===== config.mk =====
export PLATFORM = sky130hd
export DESIGN_NAME = spq_cell
export DESIGN_NICKNAME = d
export VERILOG_FILES = /design/src/hdl/spq_pkg.sv /design/src/hdl/spq_cell.sv
export SDC_FILE = /design/constraint.sdc
export NUM_CORES = 1
export LEC_CHECK = 0
export ABC_AREA = 1
export BUFFER_PORTS_ARGS = -buffer_cell sky130_fd_sc_hd__clkbuf_2
export CAP_MARGIN = 10
export CORE_AREA = 2 2 113 115
export DETAILED_ROUTE_END_ITERATION = 8
export DIE_AREA = 0 0 115 117
export GPL_TIMING_DRIVEN = 0
export PLACE_DENSITY = 0.74
export SYNTH_ARGS = -nofsm -noshare
export SYNTH_HDL_FRONTEND = slang
export SYNTH_SLANG_ARGS = --single-unit

===== constraint.sdc =====
create_clock -name clk -period 2.96 [get_ports clk]
set_input_delay 0.148 -clock clk [delete_from_list [all_inputs] [get_ports clk]]
set_output_delay 0.148 -clock clk [all_outputs]
set_load 0.02 [all_outputs]

===== src/hdl/spq_pkg.sv =====
// ----------------------------------------------------------------------------
// Stable priority queue package
// Shared widths, entry and control types, command codes and the result status codes.
// ----------------------------------------------------------------------------
package spq_pkg;

  localparam int unsigned PRIO_W = 8;
  localparam int unsigned DATA_W = 64;
  localparam int unsigned FILL_W = 7;

  typedef enum logic [1:0] {
    ST_ENQUEUED = 2'd0,
    ST_DEQUEUED = 2'd1,
    ST_EMPTY    = 2'd2,
    ST_FULL     = 2'd3
  } status_t;

  typedef enum logic {
    CMD_ENQUEUE = 1'b0,
    CMD_DEQUEUE = 1'b1
  } cmd_t;

  typedef struct packed {
    logic [PRIO_W-1:0] prio;
    logic [DATA_W-1:0] data;
  } entry_t;

  typedef struct packed {
    logic   ins;
    logic   del;
    entry_t fresh;
  } ctrl_t;

endpackage


===== src/hdl/spq_cell.sv =====
// ----------------------------------------------------------------------------
// Stable priority queue cell
// One slot of the sorted chain. On an insert the slot keeps its entry, takes
// the new entry, or takes its left neighbor's entry; on a remove it takes its
// right neighbor's entry.
// ----------------------------------------------------------------------------
module spq_cell
  import spq_pkg::*;
(
  input  logic   clk,
  input  ctrl_t  ctrl,
  input  logic   occupied,
  input  logic   left_after,
  input  entry_t left_entry,
  input  entry_t right_entry,
  output logic   after,
  output entry_t entry
);

  entry_t entry_next;

  // An occupied slot whose priority is not above the new one stays in front.
  assign after = occupied && (entry.prio <= ctrl.fresh.prio);

  always_comb begin
    entry_next = entry;
    if (ctrl.ins) begin
      if (after) begin
        entry_next = entry;
      end else if (left_after) begin
        entry_next = ctrl.fresh;
      end else begin
        entry_next = left_entry;
      end
    end else if (ctrl.del) begin
      entry_next = right_entry;
    end
  end

  always_ff @(posedge clk) begin
    entry <= entry_next;
  end

endmodule


==> flow_summary.ini <==
[power]
p_clk_share_pct = 31.8
leakage_nw = 2.894
ir_drop_mv = 0.2343
p_int_mw = 2.090
power_frac_comb_pct = 23.8
fin_total_pwr_mw = 2.912
switching_share_pct = 28.24
power.switching_mw = 0.8224
powerDensity_nw_per_um2 = 495.0
p_seq_share_pct = 44.4

[placement]
gp_congestion = 0.7783
dp_hpwl_um = 9986
io_buffers = 292

[sta]
period_needed_ns = 2.252
setup_tns_ns = 0
rsz0062_at_grt = no
hold_violations = 0
fmax_mhz = 444.1
finalCritPeriodShare_pct = 76.07
skew_ns = 0.005441
relSlewSlack_pct = 67.87
setup_viol = 0
worstMarginPinSlew_ns = 0.4819
slew_viol_final = 0

[critical_path]
worstSetupPathType = reg -> reg
reg2reg_slack_ns = 0.71
crit_slowest_cell = edfxtp_1
worstPathRequired_ns = 2.98
critical_path.most_common_cell = nand2_1
cp_data_arrival_time_ns = 2.27
cp.buffers_inverters = 1
crit_path_end_kind = register
crit_path_start_kind = register
crit_chain = ha_1 -> nand2_1 -> nand2_1 -> nand2_1 -> nand2_1 -> nand2_1 -> nand2_1 -> nand2_1 -> nand2_1 -> nand2_1 -> nand2_4 -> buf_12
reg2reg_from = entry[65]
crit_fanout = 38
r2r-end = entry[35]
crit_family = simple AND/OR/NAND/NOR gates
rr_worst_depth = 12
worst_path_largest_cell_delay_ns = 0.41

[logic_synthesis]
postSynthCellCount = 433
netlist_area_um2 = 3965
syn_avg_cell_area_um2 = 9.157
synth_top_area_share_pct = 54.53
ys_warn_count = 0
ys_ff_latch = 72
synth_largest_area_cell = edfxtp_1
syn_nets = 662
ys_types = 16
synth_area_leaders = edfxtp_1 (55%), o21ai_0 (9.3%), o21ai_1 (8.8%)
yosysSeqAreaShare_pct = 54.53

[die]
core_um2 = 12310
start_util_pct = 32.21
die_y_um = 117
io_pins = 294
row_count = 41
die_area_um2 = 13460
die_x_um = 115

[grt]
gr-usage-all-layers_pct = 17.94
antenna_found_initial = 0
grt_pass1_vias = 3748
grt_pass1_wl_um = 18230
gr-total-overflow = 0
grt_max_degree = 39

[clocking]
cts_setup_buffers = 0
cts-buffers-inserted = 9
clk_latency_ns = 0.33
h-tree-depth = 3
cts-hold-fix-buffers = 0
cts_tree = built
clock-root-buffer = clkbuf_16
cts_resized = 0
path_clk_slew_ns = 0.06
cts_sinks = 72
clk_path_buf_depth = 2

[layout]
reg_top3 = entry (72)
nets = 966
largest_reg_flops = 72
num_antenna_cells = 0
synthToLayoutAreaGrowth_pct = 48.37
drive_above_1_share_pct = 45.47
top_register = entry

[drt]
vias_per_cell = 4.669
routedWlPerCell_um = 14.15
vias = 4151
wl_um = 12580
drt_first_iter_violations = 235
route.detailed.drc = 0
drtAntennaViolNets = 0
firstDrtPassIters = 5

[status]
status = finished, final reports clean

[flow_run]
max_cap_viol_count = 0

[worst_hold_path]
hold_class = in -> reg
hp-start = right_entry[12]
hold_depth = 3
whs_endpoint = entry[12]
-- tightest hold or removal path, delay by kind of cell --
family / cells / cell delay [ns]
simple gates: 1 / 0.04
compound gates: 1 / 0.05
buf+inv: 1 / 0.07
-- cells in the final DEF, fill, tap and decap left out, types with 8 or more instances in the layout --
| master | instances |
|---|---|
| clkbuf_2 | 292 |
| nand2_1 | 85 |
| nor2_1 | 75 |
| o21ai_0 | 74 |
| edfxtp_1 | 72 |
| o21ai_1 | 70 |
| inv_1 | 12 |
| clkbuf_16 | 9 |
| buf_8 | 8 |
| buf_4 | 8 |
| ha_1 | 8 |
-- kinds of logic after synthesis --
family          after synthesis  synth area share [%]
compound gates              147                 18.62
fa+ha+maj                     8                 2.525
buf+inv                      44                 8.930
flops                        72                 54.53
simple gates                162                 15.40
-- power by group through the flow --
stage	Clock (mW)	Sequential [mW]	Combinational [mW]
after floorplan	0	1.45	0.240
after global placement	0	1.32	0.686
after detailed placement	0	1.31	0.700
after CTS	0.956	1.29	0.704
after global routing	1.00	1.30	0.761
final	0.925	1.29	0.694
-- stage by stage --
stage               worst slack [ns]  area [um^2]  hold WS [ns]  util [%]  instances
detailed placement            0.6765         5642        0.4371     45.82        876
CTS                           0.6560         5883       0.08417     47.78        889
global placement             0.08541         5617        0.4330     45.62        875
floorplan                     0.4342         3968        0.3392         -        433
finish                        0.7084         5883       0.09868     47.78        889
global route                  0.4917         5883        0.1010     47.78        889
-- synthesized netlist by cell type --
cell	instances
nand2_1	86
nor2_1	75
o21ai_0	74
edfxtp_1	72
o21ai_1	70
inv_1	12
buf_4	8
buf_8	8
ha_1	8
buf_2	7
buf_6	7
a21oi_1	2
a21o_1	1
inv_2	1
inv_8	1
nand4_1	1
-- how the worst max path moves through the flow --
stage	startpoint	end	slack (ns)	cells after the start
floorplan	entry[71]	entry[0]	0.43	9
global placement	entry[71]	entry[26]	0.09	9
detailed placement	entry[71]	entry[32]	0.68	10
CTS	entry[65]	entry[31]	0.66	12
global route	entry[67]	entry[26]	0.49	12
finish	entry[65]	entry[35]	0.71	12
-- metal layers --
metal  vias to the layer above  wire, um  global-route usage [%]
met5                         -         0                       0
met1                      1820      5026                   21.03
li1                       2103         -                       -
met2                       208      6195                   30.35
met3                        20      1057                   5.407
met4                         0       295                   8.353
-- area by class of cell --
type / count / area, um^2
Clock inverter: 3 / 12.51
Inverter: 14 / 60.06
Timing Repair Buffer: 293 / 1481
Fill cell: 1210 / 6429
Tap cell: 150 / 187.7
Multi-Input combinational cell: 317 / 1456
Clock buffer: 10 / 229.0
Sequential cell: 72 / 2162
Buffer: 30 / 294.0
Note: power is estimated with default switching activity, not from simulation.
